### src/sv/sabs_pkg.sv
// ----------------------------------------------------------------------------
// sabs_pkg - shared types and constants of the stamp coverage sampler
// Item layout between front and back, register indexes, luma weights and
// bank sizing.
// ----------------------------------------------------------------------------
package sabs_pkg;

   localparam int MAX_WIDTH_DEF  = 64;
   localparam int MAX_HEIGHT_DEF = 64;

   localparam int SIZE_W      = 7;   // size registers and texel coordinates
   localparam int TEXEL_W     = 6;   // write coordinates
   localparam int BYTE_W      = 8;
   localparam int OFFSET_W    = 16;  // Q1.15 offsets
   localparam int FRAC_W      = 15;  // bilinear fractions, units of 2^-15
   localparam int COV_W       = 16;  // 8.8 coverage
   localparam int U_W         = 16;  // u in 0..32768
   localparam int CSR_INDEX_W = 2;
   localparam int CSR_DATA_W  = 7;
   localparam int QUEUE_DEPTH = 4;

   localparam logic [CSR_INDEX_W-1:0] CSR_IMAGE_WIDTH  = 2'd0;
   localparam logic [CSR_INDEX_W-1:0] CSR_IMAGE_HEIGHT = 2'd1;

   // luma weights, 0.299 / 0.587 / 0.114 scaled by 2^16
   localparam logic [15:0] LUMA_R = 16'd19595;
   localparam logic [15:0] LUMA_G = 16'd38470;
   localparam logic [15:0] LUMA_B = 16'd7471;

   typedef enum logic {
      OP_WRITE  = 1'b0,
      OP_SAMPLE = 1'b1
   } op_type;

   // one word in flight between front and back
   typedef struct packed {
      op_type              op;
      logic                empty;   // sample against an empty image
      logic [SIZE_W-1:0]   col;     // write column or x0
      logic [SIZE_W-1:0]   row;     // write row or y0
      logic [FRAC_W-1:0]   tx;
      logic [FRAC_W-1:0]   ty;
      logic [COV_W-1:0]    wdata;   // texel coverage for writes
   } item_type;

   // address bits of one parity bank along one axis
   function automatic int half_bits(int max_dim);
      int lim;
      int half;
      lim  = (max_dim < 128) ? max_dim : 128;
      half = (lim + 1) / 2;
      return (half > 1) ? $clog2(half) : 1;
   endfunction

endpackage

### src/sv/sabs_front.sv
// ----------------------------------------------------------------------------
// sabs_front - request decode
// Turns a write into its texel coverage and a sample into texel position and
// fractions, then pushes the word to the queue.
// ----------------------------------------------------------------------------
module sabs_front #(
   parameter int MAX_WIDTH  = sabs_pkg::MAX_WIDTH_DEF,
   parameter int MAX_HEIGHT = sabs_pkg::MAX_HEIGHT_DEF
) (
   input  logic                                  start,
   input  logic                                  full,
   input  logic [sabs_pkg::SIZE_W-1:0]           img_w,
   input  logic [sabs_pkg::SIZE_W-1:0]           img_h,
   input  logic                                  req_kind,
   input  logic [sabs_pkg::TEXEL_W-1:0]          req_texel_x,
   input  logic [sabs_pkg::TEXEL_W-1:0]          req_texel_y,
   input  logic [sabs_pkg::BYTE_W-1:0]           req_red,
   input  logic [sabs_pkg::BYTE_W-1:0]           req_green,
   input  logic [sabs_pkg::BYTE_W-1:0]           req_blue,
   input  logic [sabs_pkg::BYTE_W-1:0]           req_alpha,
   input  logic signed [sabs_pkg::OFFSET_W-1:0]  req_offset_x,
   input  logic signed [sabs_pkg::OFFSET_W-1:0]  req_offset_y,
   output logic                                  push,
   output sabs_pkg::item_type                    item
);
   import sabs_pkg::*;

   // offset to u in 2^-15 units, clamped to 0..1
   function automatic logic [U_W-1:0] to_u(logic signed [OFFSET_W-1:0] d);
      logic signed [OFFSET_W+1:0] v;
      v = $signed({{2{d[OFFSET_W-1]}}, d}) + 18'sd16384;
      if (v < 0) begin
         return '0;
      end else if (v > 18'sd32768) begin
         return 16'h8000;
      end
      return v[U_W-1:0];
   endfunction

   logic [U_W-1:0]    ux;
   logic [U_W-1:0]    uy;
   logic [SIZE_W-1:0] wm1;
   logic [SIZE_W-1:0] hm1;
   logic [22:0]       px;
   logic [22:0]       py;
   logic [23:0]       luma;
   logic [COV_W-1:0]  cov;
   logic              in_range;

   assign ux  = to_u(req_offset_x);
   assign uy  = to_u(req_offset_y);
   assign wm1 = img_w - 7'd1;
   assign hm1 = img_h - 7'd1;
   assign px  = 23'(ux) * 23'(wm1);
   assign py  = 23'(uy) * 23'(hm1);

   assign luma = 24'(LUMA_R) * 24'(req_red) + 24'(LUMA_G) * 24'(req_green)
               + 24'(LUMA_B) * 24'(req_blue) + 24'd128;
   assign cov  = (req_alpha != '0) ? {req_alpha, 8'h00} : luma[23:8];

   assign in_range = (32'(req_texel_x) < MAX_WIDTH) && (32'(req_texel_y) < MAX_HEIGHT);

   always_comb begin
      item = '0;
      case (req_kind)
         1'b1: begin
            item.op    = OP_SAMPLE;
            item.empty = (img_w == '0) || (img_h == '0);
            item.col   = px[21:15];
            item.row   = py[21:15];
            item.tx    = px[FRAC_W-1:0];
            item.ty    = py[FRAC_W-1:0];
         end
         default: begin
            item.op    = OP_WRITE;
            item.col   = {1'b0, req_texel_x};
            item.row   = {1'b0, req_texel_y};
            item.wdata = cov;
         end
      endcase
   end

   // out-of-store writes are taken and dropped
   assign push = start && !full && (req_kind || in_range);

endmodule

### config.mk
export PLATFORM = sky130hd
export DESIGN_NAME = sabs_front
export DESIGN_NICKNAME = d
export VERILOG_FILES = /design/src/sv/sabs_pkg.sv /design/src/sv/sabs_front.sv
export SDC_FILE = /design/constraint.sdc
export NUM_CORES = 1
export LEC_CHECK = 0
export BUFFER_PORTS_ARGS = -buffer_cell sky130_fd_sc_hd__buf_2
export CORE_MARGIN = 1
export CORE_UTILIZATION = 60
export DETAILED_ROUTE_END_ITERATION = 7
export PLACE_DENSITY = 0.9
export SLEW_MARGIN = 15
export SYNTH_ARGS = -nofsm -noshare
export SYNTH_HDL_FRONTEND = slang
export SYNTH_SLANG_ARGS = --single-unit
### constraint.sdc
create_clock -name vclk -period 9.5
set_input_delay 0.475 -clock vclk [all_inputs]
set_output_delay 0.475 -clock vclk [all_outputs]
set_load 0.01 [all_outputs]
==> results by group <==
Outcome
  • Status: finished, final reports clean

Critical path
  • CP Launch Type: input pin
  • Critical path peak fanout: 7
  • Levels on crit path: 30
  • Delay-heaviest family, CP: adder cells
  • Buffers and inverters on the worst path: 5
  • Slowest CP cell: fa_1
  • Most used cell along the critical path: ha_1
  • Critical Path Sink Type: primary output
  • Crit path arrival time: 7.87 ns
  • Critical path class: in2out
  • Required @ worst endpoint: 9.03 ns
  • CP endpoint: item[13]
  • CP max stage delay: 0.51 ns
  • CP startpoint: req_green[6]

Global route
  • Largest net degree at the start of global routing: 48
  • Vias in the first global route: 12400
  • GRT Total Usage: 30.1%
  • Grt total ovfl: 0
  • First-pass GRT wire length: 57400 um
  • Initial antenna violation count: 0

STA
  • Fmax: 120 MHz
  • Setup-failing EPs final: 0
  • Crit path time final: 8.34 ns
  • Final Hold Slack: 1.18 ns
  • Fin. Hold Viols: 0
  • Pin slew with the least headroom to its limit: 1.07 ns
  • Tcrit/Tclk final: 87.8%
  • Fin. max-slew vios: 0
  • RSZ-0062 raised after global routing: no
  • TNS Setup: 0 ns
  • Worst rel slew slack: 28.7%
  • Setup WS post-layout: 1.16 ns

Yosys
  • Sequential area share after synthesis: 0%
  • Mean Syn Cell Area: 8.55 sq um
  • Synthesis Warnings: 0
  • Synth top area share: 37.2%
  • Post-synthesis net count: 2200
  • Yosys cell types: 63
  • Largest cells by area after synthesis: fa_1, ha_1, inv_1
  • Post-synth top area cell: fa_1
  • Cell area after synthesis: 13700 sq um
  • Post-Syn Instances: 1607

Power and ir drop
  • Power per standard cell area: 334 nW/um^2
  • NetSw: 2.87 mW
  • Switching Fraction: 58.1%
  • Comb pwr share: 100.0%
  • Flop pwr share: 0%
  • Leakage: 8.16 nW
  • VDD IR max: 0.434 mV
  • Int Pwr: 2.06 mW
  • Clock power frac: 0%

Routing
  • WL/cell: 16.7 um
  • Detailed Routing Iterations Pass 1: 5
  • Antenna Nets Post-Route: 0
  • Avg Vias per Cell: 5.74
  • Routed WL: 33600 um
  • Starting DRC count in detailed routing: 560
  • Vias after detailed routing: 11600
  • Drt drc: 0

Layout
  • Commonest non-fill, non-tap cell in the layout: inv_1
  • Clock buffers: 0
  • Sequential cells: 0
  • Post-Layout Cell Count: 2017
  • Diodes inserted: 0
  • Layout cells sized above 1: 10.6%
  • Filler cells: 1842
  • Layout Nets: 2327
  • Sequential cell area: 0 sq um
  • Area occupied by multi-input gates: 12300 sq um
  • Layout Area Growth over Synthesis: 7.57%
  • Most frequent cells in the layout: inv_1, fa_1, ha_1

Floorplan
  • Core Area: 22600 sq um
  • Horiz. Die Dim: 153 um
  • Ports: 156
  • Die height: 153 um
  • Row cnt: 55
  • Die ar.: 23500 sq um
  • Starting density of the core: 60.9%

Placed design
  • Port buffer count: 156
  • HPWL Detailed: 29200 um
  • Placer Congestion: 0.976
  • Placed instance count: 2017
  • Pre-CTS setup slack: 1.21 ns

CTS
  • Setup Fix Bufs, Post-CTS: 0
  • Hold_buf cts: 0
  • Post-CTS Resized: 0

Min path
  • Worst Hold Class: in2out

Run
  • Max-Cap Viols: 0
[worst min-delay path, cell delays in order]
cell and delay (ns):
buf_2 0.08, nor2b_1 0.03, buf_2 0.12
[logic make-up after synthesis]
group / Yosys count / share of synthesized area, %
adder cells (fa/ha/maj): 500 / 59.5
multiplexers: 3 / 0.237
XOR/XNOR: 58 / 3.70
AO/OA/AOI/OAI: 184 / 8.98
buffers and inverters: 387 / 10.6
AND/OR/NAND/NOR: 475 / 17.0
[worst min path at each step]
stage | startpoint | endpoint | slack, ns | depth (start not counted)
after detailed placement | full | push | 1.18 | 3
final | full | push | 1.18 | 3
after floorplan | full | push | 1.0 | 1
after CTS | full | push | 1.18 | 3
after global placement | full | push | 1.18 | 3
after global routing | full | push | 1.19 | 3
[layer usage]
layer	share of wire (%)	GRT usage, %
met5	0	0
met1	40	37.3
met4	4.2	11.6
met2	50	53.9
met3	6.2	3.15
[synthesized netlist by cell type, types with 3 or more instances]
| cell type | count |
|---|---|
| xnor2_1 | 41 |
| a21oi_1 | 51 |
| buf_1 | 7 |
| o211ai_1 | 4 |
| and2_1 | 71 |
| nor4_1 | 14 |
| and3_1 | 10 |
| nor3b_1 | 9 |
| o21bai_1 | 7 |
| nor2_1 | 79 |
| o21ai_1 | 8 |
| nor2b_1 | 11 |
| and4_1 | 4 |
| ha_1 | 245 |
| a31oi_1 | 5 |
| nor3_1 | 33 |
| a311oi_1 | 4 |
| xor2_1 | 17 |
| a21o_1 | 25 |
| o31a_1 | 3 |
| nand2b_1 | 19 |
| nand4_1 | 4 |
| a211oi_1 | 11 |
| fa_1 | 255 |
| nand3_1 | 12 |
| o2111ai_1 | 3 |
| o2bb2ai_1 | 3 |
| nand3b_1 | 5 |
| clkbuf_1 | 29 |
| o311ai_0 | 4 |
| o311ai_1 | 3 |
| inv_1 | 350 |
| or4_1 | 3 |
| nand2_1 | 172 |
| o21ai_0 | 27 |
| or2_2 | 12 |
| or3_1 | 10 |
| o21a_1 | 9 |
[power by group through the flow]
stage | clock network, mW | logic (mW) | registers (mW)
floorplan | 0 | 3.65 | 0
global placement | 0 | 4.61 | 0
detailed placement | 0 | 4.84 | 0
CTS | 0 | 4.88 | 0
global route | 0 | 5.51 | 0
finish | 0 | 4.93 | 0
[layout make-up]
class | count | share of cell area [%]
inverter | 350 | 8.89
multi-input combinational | 1220 | 83.1
tap | 285 | 2.41
timing repair buffer | 162 | 5.59
[through the flow]
step	power (mW)	area, sq um	utilization, %
final	4.93	14800	65.5
after global routing	5.51	14800	65.5
after CTS	4.88	14800	65.5
after detailed placement	4.84	14800	65.5
after global placement	4.61	14800	65.5
after floorplan	3.65	13700	-
Note: power is estimated with default switching activity, not from simulation.
