**src/sv/sabs_pkg.sv**
```systemverilog
// ----------------------------------------------------------------------------
// sabs_pkg - shared types and constants of the stamp coverage sampler
// Item layout between front and back, register indexes, luma weights and
// bank sizing.
// ----------------------------------------------------------------------------
package sabs_pkg;

   localparam int MAX_WIDTH_DEF  = 64;
   localparam int MAX_HEIGHT_DEF = 64;

   localparam int SIZE_W      = 7;   // size registers and texel coordinates
   localparam int TEXEL_W     = 6;   // write coordinates
   localparam int BYTE_W      = 8;
   localparam int OFFSET_W    = 16;  // Q1.15 offsets
   localparam int FRAC_W      = 15;  // bilinear fractions, units of 2^-15
   localparam int COV_W       = 16;  // 8.8 coverage
   localparam int U_W         = 16;  // u in 0..32768
   localparam int CSR_INDEX_W = 2;
   localparam int CSR_DATA_W  = 7;
   localparam int QUEUE_DEPTH = 4;

   localparam logic [CSR_INDEX_W-1:0] CSR_IMAGE_WIDTH  = 2'd0;
   localparam logic [CSR_INDEX_W-1:0] CSR_IMAGE_HEIGHT = 2'd1;

   // luma weights, 0.299 / 0.587 / 0.114 scaled by 2^16
   localparam logic [15:0] LUMA_R = 16'd19595;
   localparam logic [15:0] LUMA_G = 16'd38470;
   localparam logic [15:0] LUMA_B = 16'd7471;

   typedef enum logic {
      OP_WRITE  = 1'b0,
      OP_SAMPLE = 1'b1
   } op_type;

   // one word in flight between front and back
   typedef struct packed {
      op_type              op;
      logic                empty;   // sample against an empty image
      logic [SIZE_W-1:0]   col;     // write column or x0
      logic [SIZE_W-1:0]   row;     // write row or y0
      logic [FRAC_W-1:0]   tx;
      logic [FRAC_W-1:0]   ty;
      logic [COV_W-1:0]    wdata;   // texel coverage for writes
   } item_type;

   // address bits of one parity bank along one axis
   function automatic int half_bits(int max_dim);
      int lim;
      int half;
      lim  = (max_dim < 128) ? max_dim : 128;
      half = (lim + 1) / 2;
      return (half > 1) ? $clog2(half) : 1;
   endfunction

endpackage

```
**src/sv/sabs_queue.sv**
```systemverilog
// ----------------------------------------------------------------------------
// sabs_queue - word queue between front and back
// Small circular buffer; head is shown combinationally.
// ----------------------------------------------------------------------------
module sabs_queue (
   input  logic               clock,
   input  logic               reset,
   input  logic               push,
   input  sabs_pkg::item_type push_item,
   input  logic               pop,
   output logic               head_valid,
   output sabs_pkg::item_type head_item,
   output logic               full
);
   import sabs_pkg::*;

   localparam int PTR_W = $clog2(QUEUE_DEPTH);
   localparam int CNT_W = $clog2(QUEUE_DEPTH + 1);

   item_type          q_ff [QUEUE_DEPTH];
   logic [PTR_W-1:0]  wr_ptr_ff;
   logic [PTR_W-1:0]  wr_ptr_in;
   logic [PTR_W-1:0]  rd_ptr_ff;
   logic [PTR_W-1:0]  rd_ptr_in;
   logic [CNT_W-1:0]  count_ff;
   logic [CNT_W-1:0]  count_in;
   logic              do_pop;

   assign head_valid = (count_ff != '0);
   assign head_item  = q_ff[rd_ptr_ff];
   assign full       = (count_ff == CNT_W'(QUEUE_DEPTH));
   assign do_pop     = pop && head_valid;

   always_comb begin
      wr_ptr_in = push ? wr_ptr_ff + PTR_W'(1) : wr_ptr_ff;
      rd_ptr_in = do_pop ? rd_ptr_ff + PTR_W'(1) : rd_ptr_ff;
      count_in  = count_ff + CNT_W'(push) - CNT_W'(do_pop);
   end

   always_ff @(posedge clock) begin
      if (reset) begin
         wr_ptr_ff <= '0;
         rd_ptr_ff <= '0;
         count_ff  <= '0;
      end else begin
         wr_ptr_ff <= wr_ptr_in;
         rd_ptr_ff <= rd_ptr_in;
         count_ff  <= count_in;
      end
   end

   always_ff @(posedge clock) begin
      if (push) begin
         q_ff[wr_ptr_ff] <= push_item;
      end
   end

endmodule

```
**config.mk**
```make
export PLATFORM = sky130hd
export DESIGN_NAME = sabs_queue
export DESIGN_NICKNAME = d
export VERILOG_FILES = /design/src/sv/sabs_pkg.sv /design/src/sv/sabs_queue.sv
export SDC_FILE = /design/constraint.sdc
export NUM_CORES = 1
export LEC_CHECK = 0
export ABC_AREA = 1
export BUFFER_PORTS_ARGS = -buffer_cell sky130_fd_sc_hd__buf_2
export CORE_AREA = 2 2 191 193
export DETAILED_ROUTE_END_ITERATION = 16
export DIE_AREA = 0 0 193 195
export GPL_TIMING_DRIVEN = 1
export PLACE_DENSITY = 0.46
export SETUP_SLACK_MARGIN = 0.15
export SKIP_CTS_REPAIR_TIMING = 1
export SLEW_MARGIN = 20
export SYNTH_ARGS = -nofsm -noshare
export SYNTH_HDL_FRONTEND = slang
export SYNTH_SLANG_ARGS = --single-unit
```
**constraint.sdc**
```tcl
create_clock -name clock -period 2.9 [get_ports clock]
set_clock_uncertainty 0.1 [all_clocks]
set_input_delay 0.435 -clock clock [delete_from_list [all_inputs] [get_ports clock]]
set_output_delay 0.435 -clock clock [all_outputs]
set_load 0.03 [all_outputs]
```
==> results by group, run 1 <==
Run status
  • Status: finished, final reports clean

Floorplanning
  • Core region area: 35,400 um2
  • Num ports: 130
  • Die Span Y: 195 um
  • Initial Util: 28.93%
  • Die area: approximately 38,000 um2
  • Num rows: about 70
  • Die outline width: ~190 um

Worst setup path
  • CP delay by family, top: buffers and inverters
  • Bufs and invs on worst path: 2
  • Maximum fanout along the worst path: 42
  • Crit path largest cell delay: between 400 and 500 ps
  • Crit path cell chain: buf_4 -> o21ai_0 -> o22ai_2 -> buf_2
  • Startpoint Class: register
  • Critical Path RT: 2370 ps
  • R2R Path Start: count_ff[1]
  • Critical Path Slowest Stage Cell: buf_4
  • Critical path class: register to output pin
  • RR Endpoint: count_ff[2]
  • Crit path arrival time: 2070 ps
  • Reg2reg setup slack: 1050 ps
  • FF-to-FF path depth: 8
  • CP Capture Type: output pin

Global route
  • Pin count of the biggest net entering global routing: about 130
  • Global-route wire length before repair: around 36 mm
  • Total track usage: 12.67%
  • Total grt overflow: 0
  • Antenna violations before repair: 2
  • Vias in the first global route: 5,927

Routing
  • Total Wirelength: ~25 mm
  • Initial DRT Pass Iterations: 4
  • Via count: roughly 5,900
  • Post-route DRC: 0
  • Drt via density: approximately 4.5
  • Post-route ant nets: 0
  • 1st-iter DRT viols: about 280
  • WL per Instance: around 19 um

Clock network
  • H-tree depth: 1
  • Clock Path Buffers: 3
  • Worst-path clk slew: about 50 ps
  • Clk Latency, worst-skew pair: roughly 540 ps
  • CTS sink cnt: 257
  • Num CTS Buffers: 30
  • Root buf cell: clkbuf_16
  • CTS tree: done

STA
  • Max-Slew Margin vs Limit: approximately three fifths
  • Final worst slack: a little under 300 ps
  • Final setup fails: 0
  • Min Hold Slack: roughly 16 ps
  • Period minus WS final: between 2000 and 3000 ps
  • Maximum clock rate: approximately 0.38 GHz
  • Final hold violations: 0
  • Setup TNS: 0 ps
  • RSZ-0062 raised after global routing: yes
  • Final Max Slew Viols: 0
  • Final Cycle Share: about 90%
  • Worst Tran Pin Value: a little under 600 ps

Synth
  • Flip-flop and latch count after synthesis: 257
  • Mapped Cells: roughly 660
  • Synth unique cells: 22
  • EDFF count, synth: ~250
  • Top_reg_cell synth: edfxtp_1
  • Mean Syn Cell Area: roughly 15 um2
  • Synth Cell Area: approximately 10,000 um2
  • Area contributors post-synth: edfxtp_1 (73%), o22ai_2 (7.3%), o21ai_0 (5.5%)
  • Top cell type's share of synthesized area: between 70 and 80%
  • Sequential fraction of the synthesis area: between 70% and 80%
  • Syn nets: 735
  • Area leader, netlist: edfxtp_1
  • Asr flop ratio synth: 0%
  • Syn. warnings: 0

Power and ir drop
  • Lkg Pwr: ~4.4 nW
  • Power Dens Cells: about 850 nW/um2
  • Worst vdd ir: a little under 500 uV

Final layout
  • FILL cells: ~3,500
  • Final Net Count: ~910
  • P&R area growth vs syn: 23.41%
  • Fin util: between 30% and 40%
  • Share of layout cells above drive strength 1: 37.12%
  • Design area: 12,640 um2

Place
  • Pre-CTS setup slack: 776.5 ps
  • RePlAce Congestion: around 0.66
  • Placed wire-length estimate: 14.03 mm
  • Port bufs: roughly 130
  • Area after detailed placement: about 11,000 um2

Run
  • Max-cap violations: 0

Min path
  • Hold Path Cell Cnt: 1
  • Hold Crit Start: push_item[55]
  • Worst min path class: input port to register
  • Hold-critical path endpoint: q_ff[1][55]
## sequential cells by signal, indices dropped and copies added (netlist names), named ones only
| name | flops |
|---|---|
| wr_ptr_ff | 2 |
| count_ff | 3 |
| q_ff | 248 |
| rd_ptr_ff | 2 |
## area by class of cell
class,instances,area [um2],share of cell area [%]
clock buffers,38,832.0,6.585
flip-flops and latches,257,7632,60.40
multi-input cells,347,2222,17.59
diodes,1,2.502,0.01980
inverters,18,86.33,0.6832
repair buffers,179,1214,9.605
clock inverters,15,70.07,0.5545
well taps,461,576.8,4.565
## worst reg2reg max path, cell delays in order (launching register included)
cell and delay, ps:
dfxtp_1 320, nor2_1 130, a21boi_0 110, ha_1 280, inv_1 40, ha_1 180, fa_1 390, a21oi_1 140
nor2_1 60
## power breakdown
part           total, W  switching [W]  internal (W)
registers       0.00433      0.0000622       0.00427
logic           0.00300        0.00213      0.000873
clock network   0.00340        0.00140       0.00200
total            0.0107        0.00359       0.00714
## cell usage in the layout, fill, tap and decap left out, types with 2 or more instances in the layout
master / instances
dlygate4sd3_1: 32
o22ai_2: 60
o22ai_1: 2
nand3_1: 2
clkbuf_16: 32
clkbuf_8: 3
inv_1: 12
ha_1: 6
nor2_1: 72
buf_12: 6
a21oi_1: 5
nand2_1: 12
nor2_2: 60
buf_4: 10
clkinv_1: 7
clkinv_2: 12
buf_2: 129
edfxtp_1: 248
o21ai_0: 113
o21ai_1: 13
dfxtp_1: 7
clkbuf_1: 4
## per-stage QoR
| stage | cells | total power [W] |
|---|---|---|
| 2_1_floorplan | 662 | 0.006552 |
| 3_3_place_gp | 1229 | 0.007354 |
| 3_5_place_dp | 1229 | 0.007364 |
| 4_1_cts | 1282 | 0.01081 |
| 5_1_grt | 1315 | 0.01127 |
| 6_report | 1316 | 0.01073 |
## logic make-up (layout without fill, tap and decap cells)
| logic type | after synthesis | count (layout) | synth area share (%) |
|---|---|---|---|
| other | 0 | 1 | 0 |
| AO/OA/AOI/OAI | 194 | 194 | 13.93 |
| flip-flops | 257 | 257 | 74.50 |
| buffers and inverters | 58 | 250 | 3.800 |
| AND/OR/NAND/NOR | 146 | 146 | 6.843 |
| adder cells (fa/ha/maj) | 7 | 7 | 0.9287 |
## Yosys cell counts (3+ instances only)
library cell and count:
a21oi_1 5, buf_12 7, buf_2 21, clkbuf_1 3, clkbuf_2 7, dfxtp_1 9
edfxtp_1 248, ha_1 6, inv_1 16, nand2_1 12, nor2_1 72, nor2_2 60
o21ai_0 113, o21ai_1 13, o22ai_2 60
## metal layers
metal / vias up / GRT usage, % / share of wire, %
met5: - / 0 / 0.052
met4: 2 / 2.694 / 1.4
met3: 34 / 3.702 / 7.0
met2: 135 / 19.43 / 45
met1: 2934 / 17.80 / 47
li1: 2816 / - / -
## worst max-delay path by stage
stage | from | to | slack, ps | cells after the start
after floorplan | wr_ptr_ff[0] | q_ff[2][0] | 590 | 4
after global placement | register | head_item[20] | 780 | 5
after detailed placement | register | head_item[59] | 780 | 4
after CTS | register | head_item[61] | 190 | 4
after global routing | register | head_item[26] | 140 | 4
final | register | head_item[26] | 290 | 4
(Power assumes the default switching activity.)
==> run 2, diff against run 1 <==
==> constraint.sdc (replaced) <==
create_clock -name clock -period 2.9 [get_ports clock]
set_clock_uncertainty 0.1 [all_clocks]
set_input_delay 0.58 -clock clock [delete_from_list [all_inputs] [get_ports clock]]
set_output_delay 0.58 -clock clock [all_outputs]
set_load 0.03 [all_outputs]
==> results by group, run 2 (synthesis gave the netlist of run 1 again) <==
STA
  • Final Cycle Share: 90.27% (was 89.86%)
  • Worst Tran Pin Value: 451.8 ps (was 593.4 ps)
  • RSZ-0062 raised after global routing: yes (unchanged)
  • Final Max Slew Viols: 0 (unchanged)
  • Setup TNS: 0 ps (unchanged)
  • Max-Slew Margin vs Limit: 69.88% (was 60.44%)
  • Min Hold Slack: 129.9 ps (was 16.02 ps)
  • Final worst slack: 282.1 ps (was 294.0 ps)
  • Maximum clock rate: 0.3820 GHz (was 0.3837 GHz)
  • Period minus WS final: 2618 ps (was 2606 ps)
  • Final setup fails: 0 (unchanged)
  • Final hold violations: 0 (unchanged)

Worst setup path
  • RR Endpoint: count_ff[2] (unchanged)
  • Worst Setup EP: head_item[61] (was head_item[26])
  • FF-to-FF path depth: 8 (unchanged)
  • Critical path class: register to output pin (unchanged)
  • Maximum fanout along the worst path: 30 (was 42)
  • CP Capture Type: output pin (unchanged)
  • Crit path arrival time: 1940 ps (was 2070 ps)
  • Startpoint Class: register (unchanged)
  • Reg2reg setup slack: 1080 ps (was 1050 ps)
  • R2R Path Start: count_ff[1] (unchanged)
  • Critical Path RT: 2220 ps (was 2370 ps)

Routing
  • Post-route ant nets: 0 (unchanged)
  • Initial DRT Pass Iterations: 4 (unchanged)
  • Total Wirelength: 24.64 mm (was 25.22 mm)
  • Via count: 5,884 (was 5,921)
  • WL per Instance: 19.13 um (was 19.16 um)
  • Drt via density: 4.568 (was 4.499)
  • Post-route DRC: 0 (unchanged)
  • 1st-iter DRT viols: 260 (was 281)

Final layout
  • Final Net Count: 875 (was 906)
  • Highest-count cells in the layout ignoring fill and taps: edfxtp_1 (248), buf_2 (129), o21ai_0 (113) (unchanged)
  • Finished Layout Cells: 1,288 (was 1,316)
  • Most common cell after layout, fill and taps aside: edfxtp_1 (unchanged)
  • Top reg by flops: q_ff (unchanged)
  • Largest regs: q_ff x248, count_ff x3 (unchanged)
  • Share of layout cells above drive strength 1: 38.67% (was 37.12%)
  • Max reg flops: 248 (unchanged)
  • P&R area growth vs syn: 21.35% (was 23.41%)

Global route
  • Pin count of the biggest net entering global routing: 95 (was 125)
  • Total grt overflow: 0 (unchanged)
  • Global-route wire length before repair: 34.73 mm (was 36.14 mm)
  • Vias in the first global route: 5,778 (was 5,927)
  • Total track usage: 12.09% (was 12.67%)
  • Antenna violations before repair: 3 (was 2)

Floorplanning
  • Initial Util: 28.93% (unchanged)
  • Die Span Y: 195 um (unchanged)
  • Die area: 37,640 um2 (unchanged)
  • Num rows: 69 (unchanged)
  • Core region area: 35,400 um2 (unchanged)
  • Num ports: 130 (unchanged)
  • Die outline width: 193 um (unchanged)

Power and ir drop
  • Worst vdd ir: 452.1 uV (was 488.4 uV)
  • Lkg Pwr: 4.282 nW (was 4.381 nW)
  • Power Dens Cells: 877.2 nW/um2 (was 849.4 nW/um2)

Clock network
  • Clk Latency, worst-skew pair: 550 ps (was 540 ps)
  • Worst-path clk slew: 60 ps (was 50 ps)
  • Root buf cell: clkbuf_16 (unchanged)
  • Num CTS Buffers: 30 (unchanged)
  • CTS tree: done (unchanged)
  • CTS sink cnt: 257 (unchanged)
  • Clock Path Buffers: 3 (unchanged)
  • H-tree depth: 1 (unchanged)

Place
  • Placed wire-length estimate: 12.20 mm (was 14.03 mm)
  • Port bufs: 129 (unchanged)
  • RePlAce Congestion: 0.6482 (was 0.6626)
  • Placed Instances: 1,225 (was 1,229)
  • Pre-CTS setup slack: 718.9 ps (was 776.5 ps)

Run status
  • Status: finished, final reports clean (unchanged)

Min path
  • Worst min path class: input port to register (unchanged)

Run
  • Max-cap violations: 0 (unchanged)
## run 2: cell count changes in the layout (fill, tap and decap cells not counted), sizes merged
cell,before,now
dlygate4sd3,32,0
diode,1,2
buf,146,145
bufinv,0,1
clkinvlp,0,1
inv,13,15
clkinv,20,14
clkbuf,39,45
## run 2: layout make-up
class / count / area [um2]
flip-flops and latches: 257 / 7632
well taps: 461 / 576.8
multi-input cells: 347 / 2222
fillers: 3514 / 22970
diodes: 2 / 5.005
clock inverters: 12 / 87.58
clock buffers: 43 / 850.8
inverters: 18 / 98.84
repair inverters: 1 / 11.26
repair buffers: 147 / 939.7
## run 2: layer usage
layer,GRT usage (%),vias to the layer above,share of wire (%)
li1,-,2768,-
met1,17.09,2939,48
met2,18.68,147,45
met3,3.109,28,6.2
met4,2.666,2,1.2
met5,0,-,0.053
## run 2: where the power goes
part | switching [W] | internal, W
registers | 0.0000599 | 0.00427
logic | 0.00212 | 0.000906
clock network | 0.00143 | 0.00211
## run 2: per-stage QoR
step | util [%] | total power [W] | cell area, um2
2_1_floorplan | - | 0.006552 | 10240
3_3_place_gp | 32.08 | 0.007291 | 11350
3_5_place_dp | 32.08 | 0.007306 | 11350
4_1_cts | 34.73 | 0.01092 | 12290
5_1_grt | 35.09 | 0.01145 | 12420
6_report | 35.10 | 0.01090 | 12420
## run 2: how the worst min path moves through the flow
stage                 start            to  slack, ps  cells after the start
2_1_floorplan  rd_ptr_ff[0]      register        350                      2
3_3_place_gp   rd_ptr_ff[0]  rd_ptr_ff[0]        370                      2
3_5_place_dp   rd_ptr_ff[0]      register        370                      2
4_1_cts               reset   count_ff[0]        100                      2
5_1_grt               reset   count_ff[0]        100                      2
6_report              reset   count_ff[0]        130                      2
## run 2: critical path, stage by stage (launching register included)
cell     delay [ps]
dfxtp_4         410
buf_4           340
o21ai_0         150
o22ai_1         230
buf_2           240
